===== src/rtl/cau_pkg.sv =====
// cau_pkg: shared types, constants and helper functions of the complex arithmetic unit
// no dependencies; every other file but cau_ifs imports this package

package cau_pkg;

    localparam int DATA_W           = 32;
    localparam int FRAC_BITS_DEF    = 16;
    localparam int CORDIC_STEPS_DEF = 16;
    localparam int ATAN_ENTRIES     = 30;
    localparam int DIV_STEPS        = 33;
    localparam int SQRT_STEPS       = 32;
    localparam int ITER_STAGES      = 33;
    localparam int QUEUE_DEPTH      = 4;
    localparam int CX_W             = 36;
    localparam int CZ_W             = 34;
    localparam int HALF_PI_Q30      = 1686629713;

    localparam logic [31:0] Q_MAX = 32'h7FFF_FFFF;
    localparam logic [31:0] Q_MIN = 32'h8000_0000;

    // operation codes
    localparam logic [2:0] OP_ADD   = 3'd0;
    localparam logic [2:0] OP_SUB   = 3'd1;
    localparam logic [2:0] OP_MUL   = 3'd2;
    localparam logic [2:0] OP_DIV   = 3'd3;
    localparam logic [2:0] OP_CONJ  = 3'd4;
    localparam logic [2:0] OP_MAG   = 3'd5;
    localparam logic [2:0] OP_PHASE = 3'd6;

    // status codes
    localparam logic [1:0] ST_OK   = 2'd0;
    localparam logic [1:0] ST_DIV0 = 2'd1;
    localparam logic [1:0] ST_SAT  = 2'd2;

    // classified item as it travels from the front to the back
    typedef struct packed {
        logic [2:0]  op;
        logic        b_zero;
        logic        a_zero;
        logic [31:0] ar;
        logic [31:0] ai;
        logic [31:0] br;
        logic [31:0] bi;
    } item_t;

    typedef struct packed {
        logic [31:0] val;
        logic        sat;
    } sat_t;

    // saturate a 33-bit two's complement value to 32 bits
    function automatic sat_t sat_s33(input logic [32:0] v);
        sat_t r;
        r.sat = v[32] ^ v[31];
        r.val = r.sat ? (v[32] ? Q_MIN : Q_MAX) : v[31:0];
        return r;
    endfunction

    // sign and magnitude to a saturated 32-bit word
    function automatic sat_t sat_mag(input logic neg, input logic [64:0] mag);
        sat_t r;
        if (!neg)
        begin
            r.sat = |mag[64:31];
            r.val = r.sat ? Q_MAX : mag[31:0];
        end
        else
        begin
            r.sat = (|mag[64:32]) || (mag[31] && (|mag[30:0]));
            r.val = r.sat ? Q_MIN : (32'd0 - mag[31:0]);
        end
        return r;
    endfunction

    // atan(2^-i) in Q2.30, truncated
    function automatic logic [31:0] atan_q30(input int i);
        logic [31:0] v;
        case (i)
            0:  v = 32'h3243F6A8;
            1:  v = 32'h1DAC6705;
            2:  v = 32'h0FADBAFC;
            3:  v = 32'h07F56EA6;
            4:  v = 32'h03FEAB76;
            5:  v = 32'h01FFD55B;
            6:  v = 32'h00FFFAAA;
            7:  v = 32'h007FFF55;
            8:  v = 32'h003FFFEA;
            9:  v = 32'h001FFFFD;
            10: v = 32'h000FFFFF;
            11: v = 32'h0007FFFF;
            12: v = 32'h0003FFFF;
            13: v = 32'h0001FFFF;
            14: v = 32'h0000FFFF;
            15: v = 32'h00007FFF;
            16: v = 32'h00003FFF;
            17: v = 32'h00001FFF;
            18: v = 32'h00000FFF;
            19: v = 32'h000007FF;
            20: v = 32'h000003FF;
            21: v = 32'h000001FF;
            22: v = 32'h000000FF;
            23: v = 32'h0000007F;
            24: v = 32'h0000003F;
            25: v = 32'h0000001F;
            26: v = 32'h0000000F;
            27: v = 32'h00000007;
            28: v = 32'h00000003;
            29: v = 32'h00000001;
            default: v = 32'h00000000;
        endcase
        return v;
    endfunction

endpackage


===== src/rtl/cau_ifs.sv =====
// cau_in_if, cau_out_if: valid/ready channels of the complex arithmetic unit
// depends on nothing; widths follow the fixed Q16.16 word format

interface cau_in_if;
    logic               valid;
    logic               ready;
    logic [2:0]         operation;
    logic signed [31:0] a_real;
    logic signed [31:0] a_imag;
    logic signed [31:0] b_real;
    logic signed [31:0] b_imag;

    modport source (output valid, operation, a_real, a_imag, b_real, b_imag, input ready);
    modport sink   (input valid, operation, a_real, a_imag, b_real, b_imag, output ready);
endinterface



===== src/rtl/cau_front.sv =====
// cau_front: accepts operand transfers and classifies them into queue items
// depends on cau_pkg and cau_in_if

module cau_front
    import cau_pkg::*;
(
    input  logic     clk,
    input  logic     rst_n,
    cau_in_if.sink   operands,
    output logic     push_valid,
    output item_t    push_item,
    input  logic     push_ready
);

    logic  f_vld_reg;
    item_t f_item_reg;
    item_t f_item_next;

    assign operands.ready = !f_vld_reg || push_ready;
    assign push_valid     = f_vld_reg;
    assign push_item      = f_item_reg;

    always_comb
    begin
        f_item_next.op     = operands.operation;
        f_item_next.b_zero = (operands.b_real == 32'sd0) && (operands.b_imag == 32'sd0);
        f_item_next.a_zero = (operands.a_real == 32'sd0) && (operands.a_imag == 32'sd0);
        f_item_next.ar     = operands.a_real;
        f_item_next.ai     = operands.a_imag;
        f_item_next.br     = operands.b_real;
        f_item_next.bi     = operands.b_imag;
    end

    always_ff @(posedge clk or negedge rst_n)
    begin
        if (!rst_n)
        begin
            f_vld_reg <= 1'b0;
        end
        else if (operands.ready)
        begin
            f_vld_reg <= operands.valid;
        end
    end

    always_ff @(posedge clk)
    begin
        if (operands.valid && operands.ready)
        begin
            f_item_reg <= f_item_next;
        end
    end

endmodule


===== src/flat_wrapper.sv =====
// flat-port wrapper written by rule: the top's interface ports become plain ports
module cau_front_flat import cau_pkg::*;
  (clk, rst_n, push_valid, push_item, push_ready, operands_valid, operands_operation, operands_a_real, operands_a_imag, operands_b_real, operands_b_imag, operands_ready);
  cau_in_if operands_i ();
  input  logic clk;
  input  logic rst_n;
  output logic push_valid;
  output item_t push_item;
  input  logic push_ready;
  input wire logic [$bits(operands_i.valid)-1:0] operands_valid;
  input wire logic [$bits(operands_i.operation)-1:0] operands_operation;
  input wire logic [$bits(operands_i.a_real)-1:0] operands_a_real;
  input wire logic [$bits(operands_i.a_imag)-1:0] operands_a_imag;
  input wire logic [$bits(operands_i.b_real)-1:0] operands_b_real;
  input wire logic [$bits(operands_i.b_imag)-1:0] operands_b_imag;
  output wire logic [$bits(operands_i.ready)-1:0] operands_ready;
  assign operands_i.valid = operands_valid;
  assign operands_i.operation = operands_operation;
  assign operands_i.a_real = operands_a_real;
  assign operands_i.a_imag = operands_a_imag;
  assign operands_i.b_real = operands_b_real;
  assign operands_i.b_imag = operands_b_imag;
  assign operands_ready = operands_i.ready;
  cau_front u_core (.clk(clk), .rst_n(rst_n), .operands(operands_i), .push_valid(push_valid), .push_item(push_item), .push_ready(push_ready));
endmodule

===== config.mk =====
export PLATFORM = sky130hd
export DESIGN_NAME = cau_front_flat
export DESIGN_NICKNAME = d
export VERILOG_FILES = /design/src/rtl/cau_pkg.sv /design/src/rtl/cau_ifs.sv /design/src/rtl/cau_front.sv /design/src/flat_wrapper.sv
export SDC_FILE = /design/constraint.sdc
export NUM_CORES = 1
export LEC_CHECK = 0
export BUFFER_PORTS_ARGS = -buffer_cell sky130_fd_sc_hd__buf_2
export CAP_MARGIN = 20
export CORE_AREA = 2 2 104 106
export CTS_CLUSTER_DIAMETER = 60
export DETAILED_ROUTE_END_ITERATION = 12
export DIE_AREA = 0 0 106 108
export PLACE_DENSITY = 0.8
export SLEW_MARGIN = 20
export SYNTH_ARGS = -nofsm -noshare
export SYNTH_HDL_FRONTEND = slang
export SYNTH_SLANG_ARGS = --single-unit

===== constraint.sdc =====
create_clock -name clk -period 8.9 [get_ports clk]
set_input_delay 1.335 -clock clk [delete_from_list [all_inputs] [get_ports clk]]
set_output_delay 1.335 -clock clk [all_outputs]
set_load 0.02 [all_outputs]

==> metrics <==
run status=complete, no violations; clock root cell=sky130_fd_sc_hd__clkbuf_8; maximum number of pins on one net before global-route repair=71; number of buffers between clock root and the deepest sink=2; global-route met1 utilization=0.200; commonest cells in the netlist=sky130_fd_sc_hd__edfxtp_1, sky130_fd_sc_hd__nor4_1, sky130_fd_sc_hd__nand4_1; mean area per synthesized cell=24.2 µm²; endpoint kind of the worst setup timing path=primary output; sequential cell area fraction in the yosys report=0.929; share of Yosys cell area claimed by the top area cell type=0.923; placed insts=585; worst slew margin relative to its limit=0.418; cell type with the highest aggregate area in the netlist=sky130_fd_sc_hd__edfxtp_1; synth unique cells=7; Max Clk Rate=about 320 MHz; worst slew pin tran=~870 ps; quantity of I/O buffers inserted on ports=~270; total negative slack=0 ps; most frequent cell after synthesis=sky130_fd_sc_hd__edfxtp_1; Inserted Clock Buffers=17; ANT nets after route=0; Largest delay share family, worst path=buffers and inverters; area delta synth->final=48.8%; number of instances in the synthesized netlist=179; met3 usage in global routing=0.0820; total power per unit cell area=between 200 and 250 mW/mm²; minimum clock period=3090 ps; Worst Path Class, Setup=in -> out; EDFF count, synth=133; setup fix buffers added after clock tree synthesis=0; number of max-slew violations in the final report=0; height of the die=108 µm; diode count=0; Starting Density=0.423; TritonCTS clock tree=done; detailed placer's ending HPWL=8.06 mm; number of H-tree levels=4; Sink Count=134; share of post-route cells with drive strength above 1=0.626; antenna violations before repair=0; clock transition at the registers of the reported paths=60 ps; RSZ-0062 raised after global routing=no; max-cap violations=0; worst path arrival time=between 1500 and 2000 ps; wire length of the first global-routing pass=approximately 15 mm; number of nets in the synthesized netlist=314; cell types occupying the most area after synthesis=sky130_fd_sc_hd__edfxtp_1, sky130_fd_sc_hd__nor4_1, sky130_fd_sc_hd__nand4_1; number of synthesized register bits=134; leak pwr=2.66 nW; classification of the worst-slack hold path=reg -> reg; final wirelength=approximately 10 mm; Post-CTS Hold Fix Bufs=0; Async S/R FF share, synth=0.00746; Avg WL per Cell=17.0 µm; Warnings, synthesis=0; drt drc=0; share of the clock period used by the worst path after layout=0.347; cell-by-cell trace of the critical path=buf_2 -> nand2b_1 -> buf_2; Die Span X=106 µm; crit-path max FO=3; area of the mapped netlist=0.00433 mm²; Layout Nets=around 600; Worst Setup Start Kind=input pin; clock latency on the worst-skew pair=510 ps; mean number of vias per cell=~4.7; initial drt markers=130; worst supply voltage drop on vdd=0.136 mV; gp weighted congestion=0.809; core region area=0.0102 mm²; non-filler cells in the finished layout=617; final setup violating endpoints=0; worst clock skew on the final layout=9.56 ps; vias after detailed routing=about 2,900; Worst Path Required=7570 ps; most frequent cell on the critical path=sky130_fd_sc_hd__buf_2; hold slack=540 ps; detailed-routing iteration count for the pre-antenna-repair pass=4; met2 GRT Util=0.315; sum of overflow across all layers after global routing=0; count of boundary I/O pins=270; buffers plus inverters on the worst setup path=2; Total Die Area=0.0114 mm²; Most Crowded Layer GR=met2; number of core rows=37; post-cts resize count=0; number of global-route vias before repair=just under 3,000; most used flip-flop cell after synthesis=sky130_fd_sc_hd__edfxtp_1; Overall Global Routing Usage=0.182; Critical Path Max Stage Delay=170 ps; Final Hold Violating Endpoints=0; Critical-path top delay cell=sky130_fd_sc_hd__buf_2
==> layout by cell type, fill, tap and decap left out <==
| cell | synthesis | final |
|---|---|---|
| sky130_fd_sc_hd__buf_4 | 0 | 1 |
| sky130_fd_sc_hd__dfrtp_1 | 1 | 1 |
| sky130_fd_sc_hd__nand2b_1 | 2 | 2 |
| sky130_fd_sc_hd__and2_4 | 0 | 1 |
| sky130_fd_sc_hd__nand4_1 | 8 | 8 |
| sky130_fd_sc_hd__edfxtp_1 | 133 | 133 |
| sky130_fd_sc_hd__clkinv_1 | 0 | 2 |
| sky130_fd_sc_hd__nor4_1 | 30 | 30 |
| sky130_fd_sc_hd__clkinv_2 | 0 | 4 |
| sky130_fd_sc_hd__buf_2 | 0 | 269 |
| sky130_fd_sc_hd__clkbuf_1 | 0 | 4 |
| sky130_fd_sc_hd__nor4_2 | 4 | 4 |
| sky130_fd_sc_hd__clkbuf_8 | 0 | 1 |
| sky130_fd_sc_hd__clkinv_4 | 0 | 1 |
| sky130_fd_sc_hd__bufinv_16 | 0 | 4 |
| sky130_fd_sc_hd__clkbuf_16 | 0 | 16 |
==> where the power goes <==
part	internal, mW	total [mW]	switching, mW
logic	0.0449	0.133	0.0882
clock network	0.451	0.686	0.235
registers	0.737	0.745	0.00802
total	1.23	1.56	0.331
==> cells by family (layout without fill, tap and decap cells) <==
family,after synthesis,after routing,share of synthesized area
AND/OR/NAND/NOR,45,45,0.0709
buffers and inverters,0,302,0
flip-flops,134,134,0.929
==> state kept, by name (all words and copies together), names as in the netlist <==
name	count
u_core.push_item	133
u_core.push_valid	1
==> stage by stage <==
stage	util	power, mW	worst slack, ps	cell area (µm²)
after floorplan	-	0.821	3700	4330
after global placement	0.572	0.888	5510	5850
after detailed placement	0.572	0.892	5440	5850
after CTS	0.629	1.57	5810	6440
after global routing	0.629	1.61	5780	6440
final	0.629	1.56	5810	6440
==> routing by layer <==
layer	vias up	part of all wire
met1	1384	0.36
li1	1356	-
met2	165	0.53
met5	-	0
met4	0	0.014
met3	13	0.095
==> worst reg2reg max path: stages, from the launching register on <==
cell and delay, ps:
sky130_fd_sc_hd__dfrtp_1 380, sky130_fd_sc_hd__nand2b_1 110, sky130_fd_sc_hd__and2_4 710, sky130_fd_sc_hd__buf_4 760
==> layout make-up <==
type,instances,area (µm²)
clock buffer,21,429
tap,136,170
multi-input combinational,45,309
fill,767,3790
clock inverter,11,156
timing repair buffer,270,1350
sequential,134,4020
==> worst paths after layout <==
| check | startpoint | depth (start not counted) | to | slack, ps |
|---|---|---|---|---|
| setup reg to reg | u_core.push_valid | 3 | u_core.push_item[85] | 6520 |
| hold / removal | u_core.push_valid | 2 | u_core.push_valid | 540 |
| setup / recovery | push_ready | 3 | operands_ready | 5810 |
| max in group asynchronous | rst_n | 1 | u_core.push_valid | 8230 |
| min in group asynchronous | rst_n | 1 | u_core.push_valid | 590 |
| hold reg to reg | u_core.push_valid | 2 | u_core.push_valid | 540 |
No activity file was read; power rests on OpenSTA's default activity.
