**src/rtl/cau_pkg.sv**
```systemverilog
// cau_pkg: shared types, constants and helper functions of the complex arithmetic unit
// no dependencies; every other file but cau_ifs imports this package

package cau_pkg;

    localparam int DATA_W           = 32;
    localparam int FRAC_BITS_DEF    = 16;
    localparam int CORDIC_STEPS_DEF = 16;
    localparam int ATAN_ENTRIES     = 30;
    localparam int DIV_STEPS        = 33;
    localparam int SQRT_STEPS       = 32;
    localparam int ITER_STAGES      = 33;
    localparam int QUEUE_DEPTH      = 4;
    localparam int CX_W             = 36;
    localparam int CZ_W             = 34;
    localparam int HALF_PI_Q30      = 1686629713;

    localparam logic [31:0] Q_MAX = 32'h7FFF_FFFF;
    localparam logic [31:0] Q_MIN = 32'h8000_0000;

    // operation codes
    localparam logic [2:0] OP_ADD   = 3'd0;
    localparam logic [2:0] OP_SUB   = 3'd1;
    localparam logic [2:0] OP_MUL   = 3'd2;
    localparam logic [2:0] OP_DIV   = 3'd3;
    localparam logic [2:0] OP_CONJ  = 3'd4;
    localparam logic [2:0] OP_MAG   = 3'd5;
    localparam logic [2:0] OP_PHASE = 3'd6;

    // status codes
    localparam logic [1:0] ST_OK   = 2'd0;
    localparam logic [1:0] ST_DIV0 = 2'd1;
    localparam logic [1:0] ST_SAT  = 2'd2;

    // classified item as it travels from the front to the back
    typedef struct packed {
        logic [2:0]  op;
        logic        b_zero;
        logic        a_zero;
        logic [31:0] ar;
        logic [31:0] ai;
        logic [31:0] br;
        logic [31:0] bi;
    } item_t;

    typedef struct packed {
        logic [31:0] val;
        logic        sat;
    } sat_t;

    // saturate a 33-bit two's complement value to 32 bits
    function automatic sat_t sat_s33(input logic [32:0] v);
        sat_t r;
        r.sat = v[32] ^ v[31];
        r.val = r.sat ? (v[32] ? Q_MIN : Q_MAX) : v[31:0];
        return r;
    endfunction

    // sign and magnitude to a saturated 32-bit word
    function automatic sat_t sat_mag(input logic neg, input logic [64:0] mag);
        sat_t r;
        if (!neg)
        begin
            r.sat = |mag[64:31];
            r.val = r.sat ? Q_MAX : mag[31:0];
        end
        else
        begin
            r.sat = (|mag[64:32]) || (mag[31] && (|mag[30:0]));
            r.val = r.sat ? Q_MIN : (32'd0 - mag[31:0]);
        end
        return r;
    endfunction

    // atan(2^-i) in Q2.30, truncated
    function automatic logic [31:0] atan_q30(input int i);
        logic [31:0] v;
        case (i)
            0:  v = 32'h3243F6A8;
            1:  v = 32'h1DAC6705;
            2:  v = 32'h0FADBAFC;
            3:  v = 32'h07F56EA6;
            4:  v = 32'h03FEAB76;
            5:  v = 32'h01FFD55B;
            6:  v = 32'h00FFFAAA;
            7:  v = 32'h007FFF55;
            8:  v = 32'h003FFFEA;
            9:  v = 32'h001FFFFD;
            10: v = 32'h000FFFFF;
            11: v = 32'h0007FFFF;
            12: v = 32'h0003FFFF;
            13: v = 32'h0001FFFF;
            14: v = 32'h0000FFFF;
            15: v = 32'h00007FFF;
            16: v = 32'h00003FFF;
            17: v = 32'h00001FFF;
            18: v = 32'h00000FFF;
            19: v = 32'h000007FF;
            20: v = 32'h000003FF;
            21: v = 32'h000001FF;
            22: v = 32'h000000FF;
            23: v = 32'h0000007F;
            24: v = 32'h0000003F;
            25: v = 32'h0000001F;
            26: v = 32'h0000000F;
            27: v = 32'h00000007;
            28: v = 32'h00000003;
            29: v = 32'h00000001;
            default: v = 32'h00000000;
        endcase
        return v;
    endfunction

endpackage

```
**src/rtl/cau_queue.sv**
```systemverilog
// cau_queue: short first-in first-out queue between front and back
// depends on cau_pkg

module cau_queue
    import cau_pkg::*;
(
    input  logic  clk,
    input  logic  rst_n,
    input  logic  push_valid,
    input  item_t push_item,
    output logic  push_ready,
    output logic  pop_valid,
    output item_t pop_item,
    input  logic  pop_ready
);

    localparam int QA_W = $clog2(QUEUE_DEPTH);
    localparam int QC_W = $clog2(QUEUE_DEPTH + 1);

    item_t            mem_reg [QUEUE_DEPTH];
    logic [QA_W-1:0]  wr_ptr_reg;
    logic [QA_W-1:0]  rd_ptr_reg;
    logic [QC_W-1:0]  cnt_reg;
    logic             do_push;
    logic             do_pop;

    assign push_ready = (cnt_reg != QC_W'(QUEUE_DEPTH));
    assign pop_valid  = (cnt_reg != QC_W'(0));
    assign pop_item   = mem_reg[rd_ptr_reg];
    assign do_push    = push_valid && push_ready;
    assign do_pop     = pop_valid && pop_ready;

    always_ff @(posedge clk or negedge rst_n)
    begin
        if (!rst_n)
        begin
            wr_ptr_reg <= '0;
            rd_ptr_reg <= '0;
            cnt_reg    <= '0;
        end
        else
        begin
            if (do_push)
            begin
                wr_ptr_reg <= wr_ptr_reg + QA_W'(1);
            end
            if (do_pop)
            begin
                rd_ptr_reg <= rd_ptr_reg + QA_W'(1);
            end
            if (do_push && !do_pop)
            begin
                cnt_reg <= cnt_reg + QC_W'(1);
            end
            else if (!do_push && do_pop)
            begin
                cnt_reg <= cnt_reg - QC_W'(1);
            end
        end
    end

    always_ff @(posedge clk)
    begin
        if (do_push)
        begin
            mem_reg[wr_ptr_reg] <= push_item;
        end
    end

endmodule

```
**config.mk**
```make
export PLATFORM = sky130hd
export DESIGN_NAME = cau_queue
export DESIGN_NICKNAME = d
export VERILOG_FILES = /design/src/rtl/cau_pkg.sv /design/src/rtl/cau_queue.sv
export SDC_FILE = /design/constraint.sdc
export NUM_CORES = 1
export LEC_CHECK = 0
export CAP_MARGIN = 20
export CORE_AREA = 4 4 188 190
export CTS_BUF_LIST = sky130_fd_sc_hd__clkbuf_8
export DETAILED_ROUTE_END_ITERATION = 10
export DIE_AREA = 0 0 192 194
export DONT_BUFFER_PORTS = 1
export HOLD_SLACK_MARGIN = 0.08
export PLACE_DENSITY = 0.73
export SLEW_MARGIN = 15
export SYNTH_ARGS = -nofsm -noshare
export SYNTH_HDL_FRONTEND = slang
export SYNTH_SLANG_ARGS = --single-unit
```
**constraint.sdc**
```tcl
create_clock -name clk -period 4.1 [get_ports clk]
set_input_delay 0 -clock clk [delete_from_list [all_inputs] [get_ports clk]]
set_output_delay 0 -clock clk [all_outputs]
set_load 0.03 [all_outputs]
```
==> results.toml, run 1 <==
[cts]
worst_setup_hold_path_clk_slew_ns = 0.06
tritoncts = "yes"
clk-insertion-delay-late_ns = 0.62
clk_root_buffer_cell = "clkbuf_8"
htreeDepth = 3
ctsResizeCount = 0
clkSinkCount = 539
ctsLongestPathBuffers = 3
numCtsBuffers = 82

[yosys]
seq_cells_post_synth = 539
synth_area_per_cell_um2 = 26.8
synth_largest_area_cell = "edfxtp_1"
syn_area_um2 = 19600
yosys.cell_types.count = 19
synthCells = 730
yosysMostFrequentCell = "edfxtp_1"
synth_largest_type_area_fraction_pct = 81.6
yosys_warnings = 0
syn_nets = 873
synth.area.top_cells = "edfxtp_1 (82%), mux4_2 (15%), dfrtp_1 (0.90%)"
ys_async_sr_fraction_pct = 1.30
synth.cells.most_frequent = "edfxtp_1 (532), mux4_2 (133), buf_2 (16), buf_6 (7), dfrtp_1 (7)"
postSynth.topFlopCell = "edfxtp_1"
number_of_enable_type_register_cells_in_the_synthesized_netlist = 532
synth_sequential_area_ratio_pct = 82.5

[global_routing]
grt_first_pass_wirelength_um = 60700
grt_remaining_overflow = 0
first_global_vias = 9630
grt_start_max_net_pins = 62
grt_util_all_layers_pct = 22.0
number_of_antenna_violations_at_the_first_check_in_global_routing = 4

[power_and_ir_drop]
combPwrFrac_pct = 32.4
power.share.clock_pct = 22.4
internal_power_mw = 11.0
switching_part_of_the_total_power_pct = 36.3
netSwitchingPower_mw = 6.24
seqPwrFrac_pct = 45.2
total_leakage_power_nw = 7.72
vdd.ir_drop.worst_mv = 0.489
overall_power_after_layout_mw = 17.2
pwr_density_cell_nw_per_um2 = 726

[cells_and_area]
count_of_non_filler_cells_in_the_finished_layout = 1524
multi_input_comb_area_um2 = 3230
final_design_area_no_fill_um2 = 23700
finish.utilization_pct = 70.8
final_layout_net_count = 1156
syn_to_final_growth_pct = 21.1
largest_register_ffs = 532
final_layout_size_suffix_gt1_share_pct = 24.1
fillers = 1835
layout.area.seq_um2 = 16200

[timing]
max_freq_mhz = 360
timing.final.max_slew_violations = 0
final_hold_viol_count = 0
final_worst_path_period_share_pct = 67.7
totalNegativeSetupSlack_ns = 0
final_period_minus_worst_setup_slack_ns = 2.78
worst_clock_skew_ns = 0.0195
final_setup_violation_count = 0
timing.slew.headroom_pct = 35.9
setup_repair_after_global_routing_missed_its_margin = "false"
timing_worst_slew_pin_value_ns = 0.962

[placed_design]
place.detailed.hpwl_um = 23600
dpl-instance-area_um2 = 20200
dpl.cell_count = 1167
port_buffers = 0
gpl.final_weighted_congestion = 0.751

[routing]
post_detailed_route_via_to_cell_ratio = 5.75
post_drt_wl_per_cell_um = 26.3
drtPass1Iterations = 5
number_of_drc_violations_after_detailed_routing_iteration_0 = 664
postRouteAntennaNets = 0
detail_route.drc_violations = 0
finalWirelength_um = 40100
route.vias.total = 8770

[setup_path]
cp-endpoint = "pop_item[57]"
ff2ff_setup_slack_ns = 1.57
crit-reg2reg-capture = "mem_reg[1][110]"
worstPathMaxFanout = 48
critPathRequiredTime_ns = 4.10
reg2reg_from = "cnt_reg[0]"
worst-setup-path-type = "reg -> out"
worst_setup_path_start_kind = "flop"
cp.arrival_ns = 2.78
critPathCaptureType = "output pin"
rr_worst_depth = 4
timing.critical_path.from = "rd_ptr_reg[0]"

[floorplanning]
floorplan.core_area_um2 = 33400
fp.dieArea_um2 = 37200
top_level_ports = 272
floorplan.initialDensity_pct = 58.5
die-width_um = 192
floorplan.die.height_um = 194
core.rowCount = 67

[flow_run]
cap_violations = 0

[worst_hold_path]
worst_hold_check_path_type = "in -> reg"

[outcome]
status = "complete, no violations"
-- timing repair --
item / in CTS / in global routing
hold endpoints to repair: 546 / 0
setup buffers: 0 / 0
hold buffers: 210 / 0
-- power groups by stage --
stage / Combinational [mW] / Clock [mW] / Sequential (mW)
after floorplan: 4.64 / 0 / 7.59
after global placement: 5.35 / 0 / 7.80
after detailed placement: 5.43 / 0 / 7.90
after CTS: 5.66 / 3.88 / 7.79
after global routing: 5.86 / 4.24 / 7.89
final: 5.57 / 3.85 / 7.78
-- cell type report --
cell class	instances	share of cell area [%]
sequential	539	68.2
multi-input combinational	158	13.6
timing repair buffer	229	9.79
clock buffer	82	4.76
tap	448	2.37
clock inverter	60	1.18
antenna	5	0.0528
inverter	3	0.0475
-- metal layers --
layer	track usage, %	wire (µm)	vias to the layer above
met5	0	0	-
li1	-	-	3751
met3	8.34	3900	54
met2	36.2	21100	378
met4	6.00	686	0
met1	27.9	14400	4587
-- per-stage QoR --
stage          hold WS (ns)  setup slack (ns)
2_1_floorplan        -0.296              1.24
3_3_place_gp         -0.295              1.68
3_5_place_dp         -0.295              1.53
4_1_cts              0.0800              1.21
5_1_grt              0.0875              1.11
6_report              0.120              1.32
-- logic make-up (layout without fill, tap and decap cells) --
group           after synthesis  after routing  share of synthesized area [%]
flops                       539            539                           82.5
simple gates                 10             10                          0.262
compound gates                1              1                         0.0575
buf+inv                      33            374                           1.02
other cells                   0              5                              0
xor+xnor                      6              6                          0.269
mux                         135            135                           15.4
fa+ha+maj                     6              6                          0.422
-- critical path, stage by stage, from the launching register on --
cell	delay [ns]
dfrtp_4	0.93
buf_12	0.41
mux4_2	0.71
-- placed cells by master (no fill, tap or decap) --
master,synthesis,final
a21boi_2,1,1
and2_4,0,4
buf_12,0,6
buf_4,1,13
clkbuf_8,0,82
clkinv_1,0,22
clkinv_2,0,8
clkinv_8,0,1
clkinvlp_4,0,2
dfrtp_1,7,5
dfrtp_4,0,2
diode_2,0,5
dlygate4sd3_1,0,210
edfxtp_1,532,532
fa_1,1,1
ha_1,5,5
inv_1,3,26
inv_6,0,2
inv_8,0,2
mux2_2,2,2
mux4_2,133,133
nand2_1,2,2
nand3_1,1,1
nor2_1,2,2
or3_1,1,1
xnor2_1,4,4
xor2_1,2,2
-- worst min path at each step --
| stage | startpoint | slack [ns] | cells after the start | endpoint |
|---|---|---|---|---|
| after floorplan | rst_n | -0.30 | 0 | cnt_reg[0] |
| after global placement | rst_n | -0.30 | 0 | rd_ptr_reg[1] |
| after detailed placement | rst_n | -0.30 | 0 | cnt_reg[2] |
| after CTS | push_item[29] | 0.08 | 1 | mem_reg[0][29] |
| after global routing | push_item[126] | 0.09 | 1 | mem_reg[2][126] |
| final | push_item[20] | 0.12 | 1 | mem_reg[1][20] |
Power figures use the tool's default switching activity.
==> run 2: changes to the inputs <==
==> constraint.sdc (replaced) <==
create_clock -name clk -period 2.3 [get_ports clk]
set_input_delay 0 -clock clk [delete_from_list [all_inputs] [get_ports clk]]
set_output_delay 0 -clock clk [all_outputs]
set_load 0.03 [all_outputs]
==> results.toml, run 2 (synthesized netlist as in run 1, its figures left out) <==
[setup_path]
rr_worst_depth = 8
critPathRequiredTime_ns = 2.30
worstPathMaxFanout = 23
ff2ff_setup_slack_ns = 0.20
critPathCaptureType = "output pin"
cp.arrival_ns = 2.14
reg2reg_from = "cnt_reg[1]"
crit-reg2reg-capture = "cnt_reg[2]"
cp-endpoint = "pop_item[29]"
timing.critical_path.from = "rd_ptr_reg[1]"
worst_setup_path_start_kind = "flop"
worst-setup-path-type = "reg -> out"

[floorplanning]
floorplan.die.height_um = 194
top_level_ports = 272
core.rowCount = 67
floorplan.core_area_um2 = 33400
floorplan.initialDensity_pct = 58.5
die-width_um = 192
fp.dieArea_um2 = 37200

[routing]
m1WireLength_um = 14100
post_drt_wl_per_cell_um = 25.6
post_detailed_route_via_to_cell_ratio = 5.77
drtPass1Iterations = 4
number_of_drc_violations_after_detailed_routing_iteration_0 = 755
finalWirelength_um = 38900
detail_route.drc_violations = 0
route.vias.total = 8776
met3WireLength_um = 3900
maxUsedRoutingLayer = "met4"
postRouteAntennaNets = 0
route.met2.wl_um = 19800

[cells_and_area]
layout_commonest_cell = "edfxtp_1"
layout.area.seq_um2 = 16200
syn_to_final_growth_pct = 22.0
final_design_area_no_fill_um2 = 23900
final_layout_size_suffix_gt1_share_pct = 25.3
finish.utilization_pct = 71.3
most-common-layout-cells = "edfxtp_1 (532), dlygate4sd3_1 (197), mux4_2 (133)"
final_layout_net_count = 1150
multi_input_comb_area_um2 = 3230
fillers = 1868
largest_register_ffs = 532

[cts]
htreeDepth = 3
clk-insertion-delay-late_ns = 0.61
worst_setup_hold_path_clk_slew_ns = 0.06
numCtsBuffers = 83
tritoncts = "yes"
clkSinkCount = 539
ctsLongestPathBuffers = 3
clk_root_buffer_cell = "clkbuf_8"

[timing]
final_worst_path_period_share_pct = 92.8
final_hold_viol_count = 0
timing.final.max_slew_violations = 0
timing_worst_slew_pin_value_ns = 0.456
max_freq_mhz = 468
final_setup_violation_count = 0
timing.slew.headroom_pct = 69.6
setup_repair_after_global_routing_missed_its_margin = "false"
worst_clock_skew_ns = 0.0185
final_period_minus_worst_setup_slack_ns = 2.14
totalNegativeSetupSlack_ns = 0

[power_and_ir_drop]
overall_power_after_layout_mw = 31.4
vdd.ir_drop.worst_mv = 0.860
total_leakage_power_nw = 7.81
pwr_density_cell_nw_per_um2 = 1320

[worst_hold_path]
worst_hold_check_path_type = "in -> reg"

[global_routing]
grt_remaining_overflow = 0
grt_first_pass_wirelength_um = 59600
first_global_vias = 9622
number_of_antenna_violations_at_the_first_check_in_global_routing = 3
grt_start_max_net_pins = 71
grt_util_all_layers_pct = 21.3

[placed_design]
place.detailed.hpwl_um = 22100
dpl-instance-area_um2 = 20300
port_buffers = 0
gpl.final_weighted_congestion = 0.731

[outcome]
status = "complete, no violations"

[flow_run]
cap_violations = 0
run 2: changes by cell type in the layout (fill, tap and decap cells not counted):
cell	delta
dlygate4sd3_1	-13
bufinv_16	+3
buf_12	+10
inv_1	+6
inv_8	-2
clkinvlp_4	+2
clkinv_1	-7
buf_6	+2
buf_4	-6
clkbuf_8	+4
clkinv_8	-1
run 2: final cells by class:
class	count	share of cell area [%]
Sequential cell	539	67.7
Multi-Input combinational cell	158	13.5
Timing Repair Buffer	222	9.92
Clock buffer	86	4.96
Tap cell	448	2.35
Clock inverter	61	1.44
Antenna cell	5	0.0524
Inverter	3	0.0472
run 2: layer usage:
metal  track usage [%]  vias up
li1                  -     3738
met2              34.0      369
met3              8.95       70
met4              6.84        0
met1              27.1     4599
met5                 0        -
run 2: critical path, cell delays in order, from the launching register on:
cell and delay [ns]:
dfrtp_4 0.62, buf_4 0.40, mux4_2 0.50
run 2: through the flow:
| step | hold WS [ns] | std cells | worst slack (ns) |
|---|---|---|---|
| after CTS | 0.0804 | 1514 | 0.0951 |
| after global placement | -0.295 | 1167 | 0.270 |
| after detailed placement | -0.295 | 1167 | 0.222 |
| after floorplan | -0.296 | 730 | -0.562 |
| final | 0.109 | 1522 | 0.165 |
| after global routing | 0.0807 | 1520 | 0.0564 |
run 2: what timing repair did:
| item | CTS | global route |
|---|---|---|
| buffers inserted | 6 | 0 |
| endpoints found under the hold margin | 546 | 9 |
| gates resized for setup | 0 | 0 |
| endpoints found under the setup margin | 120 | 0 |
| hold buffers | 194 | 3 |
run 2: worst min path at each step:
stage                  start             end  slack, ns  cells after the start
6_report       push_item[47]  mem_reg[1][47]       0.11                      1
5_1_grt        push_item[97]  mem_reg[3][97]       0.08                      1
4_1_cts        push_item[37]  mem_reg[2][37]       0.08                      1
3_5_place_dp           rst_n      cnt_reg[1]      -0.30                      0
3_3_place_gp           rst_n      cnt_reg[1]      -0.30                      0
2_1_floorplan          rst_n      cnt_reg[0]      -0.30                      0
run 2: power by group:
| group | internal (mW) | switching (mW) |
|---|---|---|
| clock | 3.81 | 3.48 |
| combinational | 3.49 | 7.09 |
| sequential | 13.0 | 0.549 |
| total | 20.3 | 11.1 |
==> run 3: changes to the inputs <==
==> constraint.sdc (replaced) <==
create_clock -name clk -period 2.3 [get_ports clk]
set_input_delay 0.115 -clock clk [delete_from_list [all_inputs] [get_ports clk]]
set_output_delay 0.115 -clock clk [all_outputs]
set_load 0.03 [all_outputs]
==> results.toml, run 3 (synthesized netlist as in run 1, its figures left out) <==
[power_and_ir_drop]
total_leakage_power_nw = 7.73
pwr_density_cell_nw_per_um2 = 1350
overall_power_after_layout_mw = 31.8
vdd.ir_drop.worst_mv = 0.786

[cts]
clk_root_buffer_cell = "clkbuf_8"
worst_setup_hold_path_clk_slew_ns = 0.06
tritoncts = "yes"
htreeDepth = 3
ctsLongestPathBuffers = 3
clkSinkCount = 539
clk-insertion-delay-late_ns = 0.62
numCtsBuffers = 82

[timing]
max_freq_mhz = 429
final_worst_path_period_share_pct = 101
final_setup_violation_count = 35
worst_clock_skew_ns = 0.0147
timing.final.max_slew_violations = 0
final_hold_viol_count = 0
setup_slack_ns = -0.0299
final_period_minus_worst_setup_slack_ns = 2.33
setup_repair_after_global_routing_missed_its_margin = "true"
timing.slew.headroom_pct = 67.0
timing_worst_slew_pin_value_ns = 0.495

[setup_path]
ff2ff_setup_slack_ns = 0.21
reg2reg_from = "cnt_reg[0]"
largest_stage_delay_on_the_critical_path_ns = 0.62
slowest_stage = "mux4_2"
cp-endpoint = "pop_item[0]"
worst_setup_path_start_kind = "flop"
worst-setup-path-type = "reg -> out"
critPathCaptureType = "output pin"
cp.arrival_ns = 2.21
crit_path_frequent_cell = "buf_12"
worstPathCellList = "buf_12, buf_12, clkbuf_16, mux4_2"
worstPathMaxFanout = 9
timing.critical_path.from = "rd_ptr_reg[0]"
crit-reg2reg-capture = "cnt_reg[2]"
critPathRequiredTime_ns = 2.18
rr_worst_depth = 8

[global_routing]
grt_start_max_net_pins = 72
grt_first_pass_wirelength_um = 58300
grt_util_all_layers_pct = 21.0
number_of_antenna_violations_at_the_first_check_in_global_routing = 7
globalRouteMet1Util_pct = 26.7
grt_remaining_overflow = 0
first_global_vias = 9427
grtUsageMet3_pct = 8.25
top_usage_layer = "met2"
grt_use_met2_pct = 33.6

[routing]
number_of_drc_violations_after_detailed_routing_iteration_0 = 723
postRouteAntennaNets = 0
finalWirelength_um = 39100
post_detailed_route_via_to_cell_ratio = 5.84
route.vias.total = 8654
post_drt_wl_per_cell_um = 26.3
drtPass1Iterations = 5
detail_route.drc_violations = 0

[outcome]
violated_checks = "setup timing"
status = "finished with violations"

[cells_and_area]
count_of_non_filler_cells_in_the_finished_layout = 1483
most-common-layout-cells = "edfxtp_1 (532), dlygate4sd3_1 (137), mux4_2 (133)"
finish.utilization_pct = 70.6
final_layout_net_count = 1110
final_design_area_no_fill_um2 = 23600
layout_commonest_cell = "edfxtp_1"
syn_to_final_growth_pct = 20.7
largest_register_ffs = 532
final_layout_size_suffix_gt1_share_pct = 28.2

[worst_hold_path]
min_from = "push_item[30]"
worst_hold_check_path_type = "in -> reg"
count_of_cells_along_the_worst_hold_path = 1

[placed_design]
dpl-instance-area_um2 = 20400
dpl.cell_count = 1177
port_buffers = 0
place.detailed.hpwl_um = 22600
gpl.final_weighted_congestion = 0.747

[flow_run]
cap_violations = 0

[floorplanning]
core.rowCount = 67
top_level_ports = 272
die-width_um = 192
fp.dieArea_um2 = 37200
floorplan.initialDensity_pct = 58.5
floorplan.core_area_um2 = 33400
floorplan.die.height_um = 194
-- run 3: changes by cell type in the layout (fill, tap and decap cells not counted), moves of 4 or more --
cell           previous run  this run
clkinv_2                  8        13
buf_16                    0         6
buf_4                     7        11
clkbuf_16                 0         4
buf_12                   16        21
dlygate4sd3_1           197       137
-- run 3: timing repair --
item	in CTS	in global routing
gates cloned	2	4
hold buffers	137	0
setup buffers	9	2
hold endpoints to repair	546	0
endpoints found under the setup margin	120	121
resized for setup	8	4
-- run 3: stage by stage --
stage | setup TNS, ns | hold WS, ns | worst slack [ns]
floorplan | -298.79 | -0.181 | -0.562
finish | -0.416 | 0.202 | -0.0299
global route | -9.52 | 0.169 | -0.112
CTS | -6.07 | 0.154 | -0.0807
detailed placement | 0 | -0.180 | 0.248
global placement | 0 | -0.180 | 0.291
-- run 3: worst min path at each step --
stage	endpoint	slack, ns
3_3_place_gp	cnt_reg[2]	-0.18
6_report	mem_reg[0][30]	0.20
5_1_grt	mem_reg[1][102]	0.17
2_1_floorplan	cnt_reg[0]	-0.18
4_1_cts	mem_reg[0][105]	0.15
3_5_place_dp	rd_ptr_reg[0]	-0.18
-- run 3: metal layers --
metal | vias to the layer above | wire, µm
met4 | 0 | 776
met3 | 54 | 3910
met1 | 4560 | 14000
li1 | 3675 | -
met2 | 365 | 20400
met5 | - | 0
-- run 3: layout make-up --
class | count | area, µm²
Sequential cell | 539 | 16200
Fill cell | 1820 | 9830
Multi-Input combinational cell | 158 | 3230
Timing Repair Buffer | 183 | 2190
Clock buffer | 86 | 1180
Tap cell | 448 | 561
Clock inverter | 58 | 269
Antenna cell | 8 | 20.0
Inverter | 3 | 11.3
-- run 3: where the power goes --
part / total (mW) / switching [mW] / internal, mW
Sequential: 13.5 / 0.545 / 13.0
Clock: 7.00 / 3.43 / 3.57
Combinational: 11.3 / 7.25 / 4.01
-- run 3: worst max-delay path: cells and delay by family, from the launching register on --
| kind | cells | cell delay [ns] |
|---|---|---|
| buffers and inverters | 3 | 0.47 |
| flip-flops | 1 | 0.50 |
| multiplexers | 1 | 0.62 |
